<file path="config.mk">
export PLATFORM = sky130hd
export DESIGN_NAME = number_to_ascii_formatter
export DESIGN_NICKNAME = d
export VERILOG_FILES = /design/src/hdl/n2a_pkg.sv /design/src/hdl/n2a_front.sv /design/src/hdl/n2a_queue.sv /design/src/hdl/n2a_back.sv /design/src/hdl/number_to_ascii_formatter.sv
export SDC_FILE = /design/constraint.sdc
export NUM_CORES = 1
export LEC_CHECK = 0
export CORE_MARGIN = 2
export CORE_UTILIZATION = 55
export CTS_BUF_LIST = sky130_fd_sc_hd__clkbuf_8
export DETAILED_ROUTE_END_ITERATION = 16
export DONT_BUFFER_PORTS = 1
export PLACE_DENSITY = 0.7
export SLEW_MARGIN = 20
export SYNTH_ARGS = -nofsm -noshare
export SYNTH_HDL_FRONTEND = slang
export SYNTH_SLANG_ARGS = --single-unit
</file>
<file path="constraint.sdc">
create_clock -name clk -period 12.32 [get_ports clk]
set_input_delay 0.616 -clock clk [delete_from_list [all_inputs] [get_ports clk]]
set_output_delay 0.616 -clock clk [all_outputs]
set_load 0.02 [all_outputs]
</file>
<file path="src/hdl/n2a_pkg.sv">
package n2a_pkg;

    // format classes carried from the front end to the emitter
    typedef enum logic [1:0] {
        FMT_BIN,
        FMT_HEX,
        FMT_RAW,
        FMT_DEC
    } fmt_t;

    localparam logic [7:0] ACT_BIN  = 8'h62;  // 'b'
    localparam logic [7:0] ACT_CHR  = 8'h63;  // 'c'
    localparam logic [7:0] ACT_DEC  = 8'h64;  // 'd'
    localparam logic [7:0] ACT_HEX4 = 8'h6d;  // 'm'
    localparam logic [7:0] ACT_HEX2 = 8'h78;  // 'x'

    localparam logic [7:0] CHAR_ZERO = 8'h30;
    localparam logic [7:0] CHAR_ONE  = 8'h31;

    localparam int DEC_DIGITS = 5;

    // one queued job: byte data is left aligned so the emitter reads its top bits
    typedef struct packed {
        fmt_t        fmt;
        logic [15:0] data;
        logic [3:0]  count;
        logic [2:0]  widx;
    } job_t;

    typedef struct packed {
        logic full;
        logic empty;
    } q_status_t;

    // multiples 0..9 of each decimal weight, most significant weight first
    localparam logic [16:0] DEC_MULT [DEC_DIGITS][10] = '{
        '{17'd0, 17'd10000, 17'd20000, 17'd30000, 17'd40000,
          17'd50000, 17'd60000, 17'd70000, 17'd80000, 17'd90000},
        '{17'd0, 17'd1000, 17'd2000, 17'd3000, 17'd4000,
          17'd5000, 17'd6000, 17'd7000, 17'd8000, 17'd9000},
        '{17'd0, 17'd100, 17'd200, 17'd300, 17'd400,
          17'd500, 17'd600, 17'd700, 17'd800, 17'd900},
        '{17'd0, 17'd10, 17'd20, 17'd30, 17'd40,
          17'd50, 17'd60, 17'd70, 17'd80, 17'd90},
        '{17'd0, 17'd1, 17'd2, 17'd3, 17'd4,
          17'd5, 17'd6, 17'd7, 17'd8, 17'd9}
    };

    function automatic logic [7:0] digit_glyph(input logic [3:0] d);
        logic [7:0] g;
        if (d < 4'd10)
        begin
            g = 8'h30 + {4'd0, d};
        end
        else
        begin
            g = 8'h37 + {4'd0, d};
        end
        return g;
    endfunction

endpackage

</file>
<file path="src/hdl/n2a_front.sv">
module n2a_front
    import n2a_pkg::*;
(
    input  logic        start,
    output logic        busy,
    input  logic [7:0]  action,
    input  logic [15:0] value,
    input  q_status_t   q_status,
    output logic        push,
    output job_t        push_job
);

    logic [2:0] dec_start;

    assign busy = q_status.full;
    assign push = start & ~q_status.full;

    // first decimal digit position that is not a leading zero
    always_comb
    begin
        if (value >= 16'd10000)
        begin
            dec_start = 3'd0;
        end
        else if (value >= 16'd1000)
        begin
            dec_start = 3'd1;
        end
        else if (value >= 16'd100)
        begin
            dec_start = 3'd2;
        end
        else if (value >= 16'd10)
        begin
            dec_start = 3'd3;
        end
        else
        begin
            dec_start = 3'd4;
        end
    end

    always_comb
    begin
        push_job.widx = 3'd0;
        case (action)
            ACT_BIN:
            begin
                push_job.fmt   = FMT_BIN;
                push_job.data  = {value[7:0], 8'h00};
                push_job.count = 4'd8;
            end
            ACT_CHR:
            begin
                push_job.fmt   = FMT_RAW;
                push_job.data  = {value[7:0], 8'h00};
                push_job.count = 4'd1;
            end
            ACT_HEX2:
            begin
                push_job.fmt   = FMT_HEX;
                push_job.data  = {value[7:0], 8'h00};
                push_job.count = 4'd2;
            end
            ACT_HEX4:
            begin
                push_job.fmt   = FMT_HEX;
                push_job.data  = value;
                push_job.count = 4'd4;
            end
            ACT_DEC:
            begin
                push_job.fmt   = FMT_DEC;
                push_job.data  = value;
                push_job.count = 4'd5 - {1'b0, dec_start};
                push_job.widx  = dec_start;
            end
            default:
            begin
                // unknown format: echo the format character itself
                push_job.fmt   = FMT_RAW;
                push_job.data  = {action, 8'h00};
                push_job.count = 4'd1;
            end
        endcase
    end

endmodule

</file>
<file path="src/hdl/n2a_queue.sv">
module n2a_queue
    import n2a_pkg::*;
#(
    parameter int DEPTH = 2
)
(
    input  logic      clk,
    input  logic      rst_n,
    input  logic      push,
    input  job_t      push_job,
    input  logic      pop,
    output job_t      head_job,
    output q_status_t status
);

    localparam int PTR_W = (DEPTH > 1) ? $clog2(DEPTH) : 1;
    localparam int CNT_W = $clog2(DEPTH + 1);

    job_t             mem_reg [DEPTH];
    logic [PTR_W-1:0] wr_ptr_reg;
    logic [PTR_W-1:0] wr_ptr_next;
    logic [PTR_W-1:0] rd_ptr_reg;
    logic [PTR_W-1:0] rd_ptr_next;
    logic [CNT_W-1:0] fill_reg;
    logic [CNT_W-1:0] fill_next;

    assign status.full  = (fill_reg == CNT_W'(DEPTH));
    assign status.empty = (fill_reg == '0);
    assign head_job     = mem_reg[rd_ptr_reg];

    always_comb
    begin
        wr_ptr_next = wr_ptr_reg;
        rd_ptr_next = rd_ptr_reg;
        fill_next   = fill_reg;
        if (push)
        begin
            wr_ptr_next = (wr_ptr_reg == PTR_W'(DEPTH - 1)) ? '0 : wr_ptr_reg + 1'b1;
        end
        if (pop)
        begin
            rd_ptr_next = (rd_ptr_reg == PTR_W'(DEPTH - 1)) ? '0 : rd_ptr_reg + 1'b1;
        end
        if (push && !pop)
        begin
            fill_next = fill_reg + 1'b1;
        end
        else if (pop && !push)
        begin
            fill_next = fill_reg - 1'b1;
        end
    end

    always_ff @(posedge clk or negedge rst_n)
    begin
        if (!rst_n)
        begin
            wr_ptr_reg <= '0;
            rd_ptr_reg <= '0;
            fill_reg   <= '0;
        end
        else
        begin
            wr_ptr_reg <= wr_ptr_next;
            rd_ptr_reg <= rd_ptr_next;
            fill_reg   <= fill_next;
        end
    end

    always_ff @(posedge clk)
    begin
        if (push)
        begin
            mem_reg[wr_ptr_reg] <= push_job;
        end
    end

    a_no_overflow: assert property (@(posedge clk) disable iff (!rst_n)
        push |-> !status.full)
        else $error("queue written while full");

    a_no_underflow: assert property (@(posedge clk) disable iff (!rst_n)
        pop |-> !status.empty)
        else $error("queue read while empty");

endmodule

</file>
<file path="src/hdl/n2a_back.sv">
module n2a_back
    import n2a_pkg::*;
(
    input  logic        clk,
    input  logic        rst_n,
    input  job_t        head_job,
    input  q_status_t   q_status,
    output logic        pop,
    output logic        strobe,
    output logic [7:0]  ascii_char,
    output logic        last
);

    typedef enum logic {
        ST_IDLE,
        ST_EMIT
    } state_t;

    state_t      state_reg;
    state_t      state_next;
    fmt_t        fmt_reg;
    fmt_t        fmt_next;
    logic [15:0] data_reg;
    logic [15:0] data_next;
    logic [3:0]  cnt_reg;
    logic [3:0]  cnt_next;
    logic [2:0]  widx_reg;
    logic [2:0]  widx_next;
    logic        strobe_reg;
    logic        strobe_next;
    logic [7:0]  char_reg;
    logic [7:0]  char_next;
    logic        last_reg;
    logic        last_next;
    logic [3:0]  dec_q;

    assign pop        = (state_reg == ST_IDLE) && !q_status.empty;
    assign strobe     = strobe_reg;
    assign ascii_char = char_reg;
    assign last       = last_reg;

    // decimal digit: count of multiples of the current weight that fit
    always_comb
    begin
        dec_q = 4'd0;
        for (int k = 1; k < 10; k++)
        begin
            if ({1'b0, data_reg} >= DEC_MULT[widx_reg][k])
            begin
                dec_q = 4'(k);
            end
        end
    end

    always_comb
    begin
        state_next  = state_reg;
        fmt_next    = fmt_reg;
        data_next   = data_reg;
        cnt_next    = cnt_reg;
        widx_next   = widx_reg;
        strobe_next = 1'b0;
        char_next   = char_reg;
        last_next   = last_reg;
        case (state_reg)
            ST_IDLE:
            begin
                if (pop)
                begin
                    fmt_next   = head_job.fmt;
                    data_next  = head_job.data;
                    cnt_next   = head_job.count;
                    widx_next  = head_job.widx;
                    state_next = ST_EMIT;
                end
            end
            ST_EMIT:
            begin
                strobe_next = 1'b1;
                last_next   = (cnt_reg == 4'd1);
                cnt_next    = cnt_reg - 1'b1;
                case (fmt_reg)
                    FMT_BIN:
                    begin
                        char_next = data_reg[15] ? CHAR_ONE : CHAR_ZERO;
                        data_next = {data_reg[14:0], 1'b0};
                    end
                    FMT_HEX:
                    begin
                        char_next = digit_glyph(data_reg[15:12]);
                        data_next = {data_reg[11:0], 4'h0};
                    end
                    FMT_DEC:
                    begin
                        char_next = digit_glyph(dec_q);
                        data_next = data_reg - DEC_MULT[widx_reg][dec_q][15:0];
                        widx_next = widx_reg + 1'b1;
                    end
                    default:
                    begin
                        char_next = data_reg[15:8];
                    end
                endcase
                if (cnt_reg == 4'd1)
                begin
                    state_next = ST_IDLE;
                end
            end
            default:
            begin
                state_next = ST_IDLE;
            end
        endcase
    end

    always_ff @(posedge clk or negedge rst_n)
    begin
        if (!rst_n)
        begin
            state_reg  <= ST_IDLE;
            fmt_reg    <= FMT_RAW;
            data_reg   <= '0;
            cnt_reg    <= '0;
            widx_reg   <= '0;
            strobe_reg <= 1'b0;
            char_reg   <= '0;
            last_reg   <= 1'b0;
        end
        else
        begin
            state_reg  <= state_next;
            fmt_reg    <= fmt_next;
            data_reg   <= data_next;
            cnt_reg    <= cnt_next;
            widx_reg   <= widx_next;
            strobe_reg <= strobe_next;
            char_reg   <= char_next;
            last_reg   <= last_next;
        end
    end

    a_cnt_live: assert property (@(posedge clk) disable iff (!rst_n)
        state_reg == ST_EMIT |-> cnt_reg != 4'd0)
        else $error("emitting with no characters left");

    a_dec_range: assert property (@(posedge clk) disable iff (!rst_n)
        (state_reg == ST_EMIT && fmt_reg == FMT_DEC) |-> (widx_reg <= 3'd4 && dec_q <= 4'd9))
        else $error("decimal digit out of range");

    a_last_ends: assert property (@(posedge clk) disable iff (!rst_n)
        (strobe_reg && !last_reg) |-> $past(state_next == ST_EMIT))
        else $error("non-final word not followed by more characters");

endmodule

</file>
<file path="src/hdl/number_to_ascii_formatter.sv">
// number to ascii formatter
//
// command in: action (format character) and value are taken at a clock edge
// with start high and busy low. 'b' eight binary digits of the low byte,
// 'c' the low byte itself, 'd' unsigned decimal without leading zeros,
// 'x' two hex digits of the low byte, 'm' four hex digits of value; any
// other action is echoed as one character.
// result out: while a command is emitted, one character word per cycle on
// ascii_char with strobe high; last marks the final word of a command.
// the receiver cannot stall. a command is written into the queue, loaded
// by the emitter and sent out through the registered character output; the
// emitter pops a command only once the previous one has sent its last word.
// commands wait in a QUEUE_DEPTH entry queue; busy is high while it is full.
// reset clears the queue and the emitter; no command state survives.
module number_to_ascii_formatter
    import n2a_pkg::*;
#(
    parameter int QUEUE_DEPTH = 2
)
(
    input  logic        clk,
    input  logic        rst_n,
    input  logic        start,
    output logic        busy,
    input  logic [7:0]  action,
    input  logic [15:0] value,
    output logic        strobe,
    output logic [7:0]  ascii_char,
    output logic        last
);

    q_status_t q_status;
    logic      push;
    logic      pop;
    job_t      push_job;
    job_t      head_job;

    n2a_front u_front (
        .start    (start),
        .busy     (busy),
        .action   (action),
        .value    (value),
        .q_status (q_status),
        .push     (push),
        .push_job (push_job)
    );

    n2a_queue #(
        .DEPTH (QUEUE_DEPTH)
    ) u_queue (
        .clk      (clk),
        .rst_n    (rst_n),
        .push     (push),
        .push_job (push_job),
        .pop      (pop),
        .head_job (head_job),
        .status   (q_status)
    );

    n2a_back u_back (
        .clk        (clk),
        .rst_n      (rst_n),
        .head_job   (head_job),
        .q_status   (q_status),
        .pop        (pop),
        .strobe     (strobe),
        .ascii_char (ascii_char),
        .last       (last)
    );

endmodule

</file>
After elaboration in Yosys (flattened, before gate mapping)

Memories as Yosys holds them, arrays and structs flattened.
Cells that the tools add are included.

Register bits: 40
RAM bits: 50
ROM bits: 1,360
Input port bits: 27
Logic and storage cells: 113
Memories: 2

Memories:

| name             | depth | bits a word | rd ports | clocked after memory_dff | write ports | RTL line        | text |
|---|---|---|---|---|---|---|---|
| (name not given) | 8     | 170         | 1        | 0                        | 0           | n2a_back.sv:48  | `if ({1'b0, data_reg} >= DEC_MULT[widx_reg][k])` |
| u_queue.mem_reg  | 2     | 25          | 1        | 0                        | 1           | n2a_queue.sv:19 | `job_t mem_reg [DEPTH];` |

$add $sub $neg: 12
$lt $le $gt $ge: 17
Eq/ne operators: 12
Multiplexer cells: 42
Bitwise operators: 5
Reduce and logical (&&, ||, !) cells: 12

Operators by type and width:

| kind                 | count |
|---|---|
| $mux 170             | 2 |
| $ge 16x17->1         | 9 |
| $pmux 22 s5          | 1 |
| $bmux 17 s4          | 1 |
| $mux 16              | 3 |
| $pmux 16 s3          | 1 |
| $eq 8x7->1 const B   | 5 |
| $mux 4               | 9 |
| $pmux 16 s2          | 1 |
| $add 6x4->7 const A  | 4 |
| $pmux 8 s3           | 1 |
| $mux 3               | 7 |
| $ge 16x10->1 const B | 1 |
| $ge 16x14->1 const B | 1 |
| $ge 16x4->1 const B  | 1 |
| $ge 16x7->1 const B  | 1 |
| $mux 8               | 2 |
| $sub 16x16->16       | 1 |
| $mux 1               | 9 |
| $lt 4x4->1 const B   | 2 |
| $pmux 4 s2           | 1 |
| $pmux 3 s2           | 1 |
| $reduce_and 2->1     | 3 |
| $ge 5x5->1 const B   | 1 |
| 22 further kinds     | 32 |

Longest topological paths before layout

Gate-level depths: netlist (run 1).

Word-level depth: 21
Gate-level depth with buffers: 31
Mapped depth without buffers: 27

Hierarchy

Synthesis (run 1) repeated with hierarchy kept, for this count alone.

Cell total of the unflattened synthesis: 957
Area total of the unflattened synthesis: 8,797.2 µm²

By module, submodules not included:

| module    | instances | cells an instance | area each (µm²) |
|---|---|---|---|
| n2a_back  | 1         | 776               | 6,078.3 |
| n2a_queue | 1         | 94                | 2,092.0 |
| n2a_front | 1         | 87                | 626.9 |

Worst setup path before layout (run 1)

Ideal clock, no wire load.

Path type: reg-to-reg
Start point: reg u_back.widx_reg[1]
End point: reg u_back.data_reg[14]
Data arrival time: 5,530 ps
Required time: 12,175 ps
Path slack: 6,645 ps
Stages on the path, launching flop included: 28
Path buffers: 2
Period minus slack after synthesis: 5,675 ps
Cell sequence: dfrtp_1 -> inv_1 -> ha_1 -> nor2b_1 -> inv_1 -> ha_1 -> and4_1 -> nand2b_1 -> o311a_1 -> o211ai_1 -> a21oi_1 -> o311ai_1 -> a21oi_2 -> buf_6 -> buf_2 -> a211oi_1 -> a31oi_1 -> fa_1 -> a21o_1 -> a21oi_1 -> o21bai_1 -> a31oi_1 -> o21ai_0 -> o21ai_0 -> o21ai_0 -> xor2_1 -> a221oi_1 -> a221oi_1

Longest elaborated chain between the ends: 21

RTL lines:

| item                                          | RTL line                       | text |
|---|---|---|
| from (decl)                                   | n2a_back.sv:27                 | `logic [2:0] widx_reg;` |
| from (signal assigned)                        | n2a_back.sv:135                | `widx_reg <= widx_next;` |
| $not 3->4 (not written as such) *             | n2a_back.sv:48, n2a_back.sv:96 |  |
| $mem_v2 8x170 *                               | n/a                            |  |
| $mux 170 (not written as such) *              | n2a_back.sv:96                 | `data_next = data_reg - DEC_MULT[widx_reg][dec_q][15:0];` |
| $mux 170 (not written as such) *              | n2a_back.sv:48                 |  |
| $ge 16x17->1                                  | n2a_back.sv:48                 |  |
| $mux 1                                        | n2a_back.sv:48                 |  |
| $mux 4 (8 in series)                          | n2a_back.sv:48                 |  |
| $not 4->5 (not written as such)               | n2a_back.sv:96                 |  |
| $bmux 17 s4 *                                 | n2a_back.sv:96                 |  |
| $mux 16 (not written as such) * (2 in series) | n2a_back.sv:96                 |  |
| $sub 16x16->16 *                              | n2a_back.sv:96                 |  |
| $pmux 16 s3 *                                 | n2a_back.sv:82                 | `case (fmt_reg)` |
| $pmux 16 s2 *                                 | n2a_back.sv:65                 | `case (state_reg)` |
| to (signal assigned)                          | n2a_back.sv:133                | `data_reg <= data_next;` |
| to (decl)                                     | n2a_back.sv:23                 | `logic [15:0] data_reg;` |

Mark *: on every way between the ends. The rest lies on a longest branch, timed or not. The select of a mux whose other input is x is not followed.
A chain may end at the register's enable or synchronous reset.

Final worst setup path (run 1)

Start point: reg u_back.widx_reg[0]
End point: reg u_back.data_reg[14]

The elaborated chain is that of the path after synthesis.

==> impl_results.md, run 1 <==
* DR vias at 7,614
* Top post-synthesis cells by area: edfxtp_1, ha_1, dfrtp_1
* Starting Density at 56.68%
* Vias/cell at 6.916
* Ys flop type: edfxtp_1
* Clk_skew at 9.711 ps
* Gr ovfl total at 0
* Post-CTS setup buffers at 0
* Die area at 16,030 µm²
* Vias in the first global route at 7,551
* Max-cap violation count at 0
* Reg2Reg Depth at 27
* Die width at 126.6 µm
* I/O pins at 38
* CP required at 12,520 ps
* Share of cells above drive strength 1 at 5.998%
* CTS tree: done
* Clock latency on the worst-skew pair at 350 ps
* Root Driver: clkbuf_8
* Max clock buf depth at 2
* Post-CTS sizing at 0
* EDFF count, synth at 50
* Slew @ Worst Pin at 1062 ps
* Setup TNS at 0 ps
* GPL Wtd Cong at 1.007
* GRT Total Usage at 31.37%
* CTS sink count at 90
* Clk slew on worst S/H paths at 90 ps
* Final worst-path cycle share at 64.58%
* Initial antenna violation count at 0
* Max reg flops at 50
* Core ar. at 14,590 µm²
* Std-Cell Rows at 44
* DP HPWL at 18,970 µm
* DRT antenna net count at 0
* Layout Nets at 1,046
* Drt first pass iters at 8
* Max-slew violations at 0
* Number of port buffers at 0
* Area Growth Syn to Fin at 4.070%
* First-pass GRT wire length at 39,850 µm
* Critical Path AT at 8160 ps
* Outcome: finished clean
* Min Tclk post-route at 7957 ps
* Die span in y at 126.6 µm
* Setup crit start kind: flip-flop
* Crit Path Class: flip-flop to flip-flop
* Register bit total from synthesis at 90
* H-tree depth at 3
* Sequential fraction of the synthesis area at 30.28%
* RSZ-0062 raised after global routing: no
* Final setup violation count at 0
* # diodes at 0
* Dominant cell type by area after synthesis: edfxtp_1
* Routed Wire Length at 24,830 µm
* Crit Path Max Fanout at 18
* HP Class: primary input to asynchronous set/reset pin
* Post-synthesis cell type count at 84
* Synthesized netlist cell count at 933
* Slew headroom at 28.11%
* Initial DRC Count at 1,017
* Syn_area_per_cell at 8.863 µm²
* Post-Route Utilization at 58.99%
* Syn nets at 1,067
* Largest net degree at the start of global routing at 41
* DRC viols at 0
* Yosys warning count at 0
* Share of Yosys cell area claimed by the top area cell type at 18.16%
* Crit end category: flip-flop
* FMAX at 0.1257 GHz
* Post-Syn Area at 8269 µm²
* CTS Buf Count at 9
* Final hold vios at 0
* Avg WL per Cell at 22.55 µm
* Async set-reset flop share out of synthesis at 44.44%
[cells by family after synthesis]
logic type	share of synthesized area, %
XOR/XNOR	2.224
AO/OA/AOI/OAI	25.04
buffers and inverters	4.706
multiplexers	4.176
flip-flops	30.28
adder cells (fa/ha/maj)	16.28
AND/OR/NAND/NOR	17.29
[worst max-delay path, cell delays in order (launching register included)]
cell      delay (ps)
dfrtp_1          540
inv_1            200
ha_1             380
nor2b_1          300
inv_1            300
ha_1             460
a21oi_1          180
o21ai_0           90
a221oi_1         470
o21ai_0          200
nand3b_1         460
o21ai_2          680
and2_4           440
clkinv_2         230
nor2_1           230
a222oi_1         130
o21ai_0          260
ha_1             330
a21o_1           200
a21oi_1          220
o21bai_1         120
a31oi_1          210
o21ai_0          130
o21ai_0          310
o21ai_0          170
xor2_1           160
a221oi_1         260
a221oi_1         120
[cell usage after synthesis, drive strengths merged (5+ instances only)]
cell     number
inv          47
nor3         26
a221oi       11
mux2         12
o311ai        5
nand3        24
nand4         6
clkbuf       21
a22oi        13
a21oi        60
mux2i        21
o31ai         8
a21o          8
nor2         68
a211oi       18
dfrtp        39
nand2b       14
or2           5
nor2b        15
and3          9
xor2          9
o21ai        80
nand2        83
o21bai        5
a2111oi       8
o21a         10
ha          106
nor3b         5
or3           5
o211ai       18
edfxtp       50
and2         14
buf          17
a211o         6
xnor2        12
[routing by layer]
layer | vias up | GRT usage [%] | wire, µm
met5 | - | 0 | 0
met4 | 0 | 15.38 | 1225
met3 | 81 | 4.091 | 1727
met2 | 387 | 52.97 | 11760
met1 | 3632 | 39.73 | 10120
li1 | 3514 | - | -
[final timing paths]
check	from	end	slack [ps]
min in group clk	action[6]	u_queue.mem_reg[1][21]	480
max in group asynchronous	rst_n	u_back.fmt_reg[0]	12020
setup / recovery	u_back.widx_reg[0]	u_back.data_reg[14]	4360
setup reg to reg	u_back.widx_reg[0]	u_back.data_reg[14]	4360
hold reg to reg	u_queue.fill_reg[1]	u_queue.fill_reg[1]	530
hold / removal	rst_n	u_back.data_reg[15]	100
[cells in the final DEF, fill, tap and decap left out, types with 5 or more instances in the layout]
cell / netlist / layout
mux2i_1: 21 / 21
a2111oi_0: 8 / 8
a21oi_1: 59 / 59
nand2b_1: 14 / 14
or2_2: 5 / 5
nand4_1: 6 / 6
nand3_1: 24 / 24
nor3_1: 25 / 25
ha_1: 106 / 106
nor2b_1: 14 / 14
o211ai_1: 18 / 18
a211oi_1: 18 / 18
buf_4: 1 / 5
and2_1: 12 / 12
and3_1: 8 / 7
xor2_1: 9 / 9
o21a_1: 10 / 10
nand2_1: 83 / 83
xnor2_1: 12 / 12
a211o_1: 6 / 6
edfxtp_1: 50 / 50
a221oi_1: 10 / 10
a21o_1: 8 / 8
inv_1: 47 / 48
a22oi_1: 13 / 13
o21ai_0: 75 / 75
nor2_1: 68 / 67
clkbuf_8: 0 / 9
mux2_2: 12 / 12
o31ai_1: 8 / 8
nor3b_1: 5 / 5
dfrtp_1: 39 / 39
or3_1: 5 / 5
[layout make-up]
class,count,area (µm²)
clock buffer,9,123.9
clock inverter,7,101.3
fill,1251,5983
inverter,49,190.2
multi-input combinational,756,5399
sequential,90,2504
tap,184,230.2
timing repair buffer,6,57.56
[metrics by stage]
stage	setup WS, ps	hold WS, ps	instances	instance area (µm²)
detailed placement	4630	321.5	1084	8352
CTS	4575	84.38	1101	8597
global placement	4678	321.7	1084	8352
floorplan	6645	320.4	933	8269
global route	3805	76.56	1101	8606
finish	4363	98.31	1101	8606
[timing repair]
| action | CTS | global route |
|---|---|---|
| hold buffers | 1 | 0 |
| setup endpoints to repair | 0 | 0 |
| hold endpoints to repair | 39 | 0 |
Power of run 1 is left out: the tool's default activity adds up to more than one toggle a clock period on the data nets, which glitch-free logic cannot reach.
==> inputs of run 2 (changes only) <==
--- a/config.mk
+++ b/config.mk
@@ -5,12 +5,13 @@
 export SDC_FILE = /design/constraint.sdc
 export NUM_CORES = 1
 export LEC_CHECK = 0
+export ABC_AREA = 1
 export CORE_MARGIN = 2
 export CORE_UTILIZATION = 55
 export CTS_BUF_LIST = sky130_fd_sc_hd__clkbuf_8
 export DETAILED_ROUTE_END_ITERATION = 16
 export DONT_BUFFER_PORTS = 1
-export PLACE_DENSITY = 0.7
+export PLACE_DENSITY = 0.73
 export SLEW_MARGIN = 20
 export SYNTH_ARGS = -nofsm -noshare
 export SYNTH_HDL_FRONTEND = slang
==> constraint.sdc (replaced) <==
create_clock -name clk -period 7.03 [get_ports clk]
set_input_delay 0.3515 -clock clk [delete_from_list [all_inputs] [get_ports clk]]
set_output_delay 0.3515 -clock clk [all_outputs]
set_load 0.02 [all_outputs]
==> run 2 against run 1 <==
Against the previous run:
- worst setup slack lost 3200 ps
- global-route usage grew 1.8 points
- clock skew grew 9.6 ps
- die area grew 4.1%
- cell area grew 4.7%
- critical path depth grew 8
- wire length grew 8.8%
- worst hold slack gained 94 ps
- final cell count grew 27%
- critical endpoint is now u_back.data_reg[15]
- highest routed layer unchanged
==> impl_results.md, run 2 <==
* Share of Yosys cell area claimed by the top area cell type at 17.41%
* CP required at 7300 ps
* CTS sink count at 90
* Max reg flops at 50
* Most used cell, CP: nand2_1
* Syn nets at 1,333
* Layout Nets at 1,320
* DP HPWL at 20,610 µm
* Root Driver: clkbuf_8
* Ys flop type: edfxtp_1
* Crit Path Class: flip-flop to flip-flop
* Routed Wire Length at 27,010 µm
* Post-CTS setup buffers at 0
* Sequential fraction of the synthesis area at 29.03%
* Largest net degree at the start of global routing at 43
* Max-cap violation count at 0
* First-pass GRT wire length at 42,260 µm
* Area Growth Syn to Fin at 4.440%
* GRT Total Usage at 33.21%
* Vias/cell at 6.081
* Commonest cells post-synth: nand2_1, inv_1, a21oi_1, nor2_1, ha_1
* Cts hold-fix bufs at 2
* Die span in y at 129.2 µm
* Synthesized netlist cell count at 1,199
* CP max-delay cell: ha_1
* # diodes at 0
* Slew @ Worst Pin at 813.4 ps
* Post-synthesis cell type count at 56
* DRC viols at 0
* Hold_ws at 192.3 ps
* FMAX at 0.1706 GHz
* Outcome: finished clean
* Share of cells above drive strength 1 at 6.381%
* CTS tree: done
* Layout Cells excl Fill at 1,402
* HP Class: primary input to flip-flop
* Avg WL per Cell at 19.26 µm
* Vias in the first global route at 8,016
* Setup TNS at 0 ps
* Crit Path Max Fanout at 19
* Drt first pass iters at 8
* Most frequent cell after synthesis: nand2_1
* Clk_skew at 19.32 ps
* H-tree depth at 3
* EDFF count, synth at 50
* GPL Wtd Cong at 1.006
* Min Tclk post-route at 5863 ps
* Initial DRC Count at 905
* Post-Syn Area at 8623 µm²
* Final setup violation count at 0
* CTS Buf Count at 9
* Std-Cell Rows at 45
* Setup crit start kind: flip-flop
* Clock latency on the worst-skew pair at 370 ps
* Die area at 16,700 µm²
* Syn_area_per_cell at 7.192 µm²
* Die width at 129.2 µm
* Most common cell after layout, fill and taps aside: nand2_1
* Starting Density at 56.51%
* Crit end category: flip-flop
* Top post-synthesis cells by area: edfxtp_1, ha_1, nand2_1
* Final worst-path cycle share at 83.40%
* Register bit total from synthesis at 90
* RSZ-0062 raised after global routing: no
* Critical Path AT at 6130 ps
* Initial antenna violation count at 0
* Core ar. at 15,260 µm²
* DRT antenna net count at 0
* Dominant cell type by area after synthesis: edfxtp_1
* Critical path's largest stage delay at 490 ps
* Async set-reset flop share out of synthesis at 44.44%
* Gr ovfl total at 0
* Clk slew on worst S/H paths at 110 ps
* Final hold vios at 0
* DR vias at 8,525
* Max-slew violations at 0
* Yosys warning count at 0
* I/O pins at 38
* Post-CTS sizing at 0
* Placed Cells incl. Taps at 1,384
* Slew headroom at 45.57%
* Commonest non-fill, non-tap cells in the layout: nand2_1, inv_1, a21oi_1, nor2_1, ha_1
* Max clock buf depth at 2
* Number of port buffers at 0
-- run 2: routing by layer --
layer	vias to the layer above	GRT usage, %	wire [µm]
li1	4133	-	-
met1	3939	40.46	10880
met2	362	58.27	13080
met3	91	3.592	1638
met4	0	16.88	1409
met5	-	0	0
-- run 2: critical path, delay by kind of cell (launching register included) --
kind / cells / cell delay, ps
buf+inv: 6 / 680
fa+ha+maj: 3 / 1140
flops: 1 / 480
compound gates: 2 / 150
simple gates: 24 / 3290
-- run 2: cell type report --
class	count	area, µm²
clock buffers	9	123.9
repair buffers	8	82.58
multi-input cells	946	5454
clock inverters	7	81.33
flip-flops and latches	90	2504
inverters	131	496.7
well taps	211	264.0
fillers	1481	6252
-- run 2: worst paths after layout --
path                                   startpoint                endpoint  slack [ps]  cells past startpoint
max in group asynchronous                   rst_n       u_back.fmt_reg[1]        6290                      2
hold reg to reg            u_queue.mem_reg[0][24]       u_back.fmt_reg[1]         510                      2
min in group asynchronous                   rst_n    u_back.ascii_char[2]         450                      2
setup reg to reg               u_back.widx_reg[0]     u_back.data_reg[15]        1170                     35
setup / recovery               u_back.widx_reg[0]     u_back.data_reg[15]        1170                     35
hold / removal                          action[7]  u_queue.mem_reg[1][22]         190                      1
-- run 2: metrics by stage --
step                      util [%]  instance area (µm²)  setup WS [ps]
after floorplan                  -                 8623           2539
after global placement       57.43                 8763           1224
after detailed placement     57.43                 8763           1341
after CTS                    59.02                 9006           1295
after global routing         59.02                 9006          717.7
final                        59.02                 9006           1167
-- run 2: logic make-up (layout without fill, tap and decap cells) --
family | Yosys count | count (layout) | synth area share, %
simple gates | 586 | 586 | 30.82
compound gates | 249 | 249 | 16.35
buf+inv | 163 | 155 | 7.777
fa+ha+maj | 107 | 107 | 15.61
flops | 90 | 90 | 29.03
xor+xnor | 4 | 4 | 0.4063
Power of run 2 is left out for the same reason.
==> inputs of run 3 (changes only) <==
--- a/config.mk
+++ b/config.mk
@@ -5,13 +5,13 @@
 export SDC_FILE = /design/constraint.sdc
 export NUM_CORES = 1
 export LEC_CHECK = 0
-export ABC_AREA = 1
+export ABC_AREA = 0
 export CORE_MARGIN = 2
 export CORE_UTILIZATION = 55
 export CTS_BUF_LIST = sky130_fd_sc_hd__clkbuf_8
 export DETAILED_ROUTE_END_ITERATION = 16
 export DONT_BUFFER_PORTS = 1
-export PLACE_DENSITY = 0.73
+export PLACE_DENSITY = 0.7
 export SLEW_MARGIN = 20
 export SYNTH_ARGS = -nofsm -noshare
 export SYNTH_HDL_FRONTEND = slang
==> constraint.sdc (replaced) <==
create_clock -name clk -period 5.95 [get_ports clk]
set_input_delay 0.2975 -clock clk [delete_from_list [all_inputs] [get_ports clk]]
set_output_delay 0.2975 -clock clk [all_outputs]
set_load 0.02 [all_outputs]
==> run 3 against run 2 <==
Against the previous run:
- count of clock-buffer cells in the layout is the same
- register-to-register slack lost 1000 ps
- clock skew shrank 7.3 ps
- worst setup slack got worse by 1000 ps
- via count down 1.2%
- worst hold slack got worse by 56 ps
- non-clock buffer count up 108
- die area decreased by 4.0%
- highest routed layer unchanged
- global-route usage rose by 2.7 points
- final cell count decreased by 14%
==> impl_results.md, run 3 (synthesis results as in run 1) <==
* Crit Path Max Fanout at 8
* Die span in y at 126.6 µm
* CP max-delay cell: dfrtp_1
* DRC viols at 0
* CTS sink count at 90
* Outcome: finished clean
* Setup TNS at 0 ps
* Crit end category: flip-flop
* Post-Route Utilization at 66.78%
* CP Capture Point: u_back.data_reg[15]
* Crit Path Class: flip-flop to flip-flop
* Max clock buf depth at 2
* Final worst-path cycle share at 97.80%
* GRT Total Usage at 35.94%
* CP delay by family, top: compound AO/OA/AOI/OAI gates
* Crit path from: u_back.widx_reg[0]
* Clock latency on the worst-skew pair at 380 ps
* Worst path bufs/invs at 6
* Avg WL per Cell at 24.24 µm
* GPL Wtd Cong at 1.078
* FMAX at 0.1718 GHz
* Commonest non-fill, non-tap cells in the layout: buf_4, ha_1, nand2_1, nor2_1, o21ai_0
* Number of cells on the critical path at 29
* Die area at 16,030 µm²
* Final worst setup slack at 130.9 ps
* Final setup violation count at 0
* Std-Cell Rows at 44
* DP HPWL at 22,430 µm
* H-tree depth at 3
* Largest net degree at the start of global routing at 41
* Slew @ Worst Pin at 837.0 ps
* First-pass GRT wire length at 45,460 µm
* Final hold vios at 0
* Most common cell after layout, fill and taps aside: buf_4
* Initial DRC Count at 888
* Clk_skew at 11.99 ps
* Register Area at 2504 µm²
* Min Tclk post-route at 5819 ps
* Number of port buffers at 0
* Critical Path AT at 6090 ps
* Max reg flops at 50
* Setup crit start kind: flip-flop
* Max-slew violations at 0
* Vias/cell at 6.957
* Die width at 126.6 µm
* I/O pins at 38
* Drt first pass iters at 6
* CP required at 6230 ps
* Clk slew on worst S/H paths at 90 ps
* Max-cap violation count at 0
* R2R Setup Slk at 130 ps
* Starting Density at 56.68%
* Area Growth Syn to Fin at 17.82%
* Root Driver: clkbuf_8
* Core ar. at 14,590 µm²
* Gr ovfl total at 0
* CTS tree: done
* Slew headroom at 44.20%
* Layout Nets at 1,156
* R2R Path End: u_back.data_reg[15]
* # diodes at 0
* Routed Wire Length at 29,360 µm
* Critical path's largest stage delay at 390 ps
* HP Class: primary input to flip-flop
* Share of cells above drive strength 1 at 20.93%
* Post-place setup slack at -398.7 ps
* Reg2reg start: u_back.widx_reg[0]
* DR vias at 8,425
* Initial antenna violation count at 0
* # fillers at 1,114
* DRT antenna net count at 0
* CTS Buf Count at 9
* Multi-input logic area at 5702 µm²
* Vias in the first global route at 8,349
* Reg2Reg Depth at 29
==> run 3: cell count changes in the layout (fill, tap and decap cells not counted), sizes merged, moves of 14 or more <==
| cell | delta |
|---|---|
| buf | +108 |
| nor2 | -48 |
| a211oi | +18 |
| mux2i | +21 |
| nand3 | -79 |
| and2 | +14 |
| nand2b | +14 |
| nand4 | -26 |
| a21oi | -58 |
| nand2 | -211 |
| nor2b | +15 |
| inv | -81 |
==> run 3: area by class of cell <==
class	count	share of cell area, %
multi-input cells	756	58.52
inverters	49	1.978
repair buffers	116	9.554
flip-flops and latches	90	25.70
clock inverters	7	0.6164
clock buffers	9	1.271
well taps	184	2.363
==> run 3: worst min-delay path by stage <==
stage	start	endpoint	slack [ps]	depth (start not counted)
2_1_floorplan	rst_n	u_back.ascii_char[0]	2	0
3_3_place_gp	rst_n	u_back.ascii_char[7]	4	0
3_5_place_dp	rst_n	u_back.ascii_char[0]	4	0
4_1_cts	action[7]	u_queue.mem_reg[1][22]	130	1
5_1_grt	action[7]	u_queue.mem_reg[1][22]	130	1
6_report	action[7]	u_queue.mem_reg[1][22]	140	1
==> run 3: per-stage QoR <==
step                      hold slack [ps]  instances  instance area, µm²
after floorplan                     1.909        933                8269
after global placement              3.727       1180                9102
after detailed placement            3.801       1180                9102
after CTS                           125.6       1198                9369
after global routing                126.6       1211                9743
final                               136.1       1211                9743
==> run 3: worst register-to-register path, delay by kind of cell (launching register included) <==
family,cells,cell delay [ps]
flops,1,390
fa+ha+maj,3,760
simple gates,6,1130
xor+xnor,1,180
buf+inv,6,770
compound gates,13,2480
==> run 3: repair_timing <==
item                       4_1_cts  5_1_grt
setup buffers                    0       13
pin swaps                        1       21
hold endpoints to repair        40        0
hold buffers                     2        0
resized for setup               15       65
setup endpoints to repair        8        9
==> run 3: metal layers <==
layer,routed length (µm),GRT usage [%],vias up,share of wire (%)
met5,0,0,-,0
met4,2021,21.01,0,6.9
met3,2434,4.766,152,8.3
met2,13590,59.61,589,46
met1,11310,44.95,3957,39
li1,-,-,3727,-
Power of run 3 is left out for the same reason.
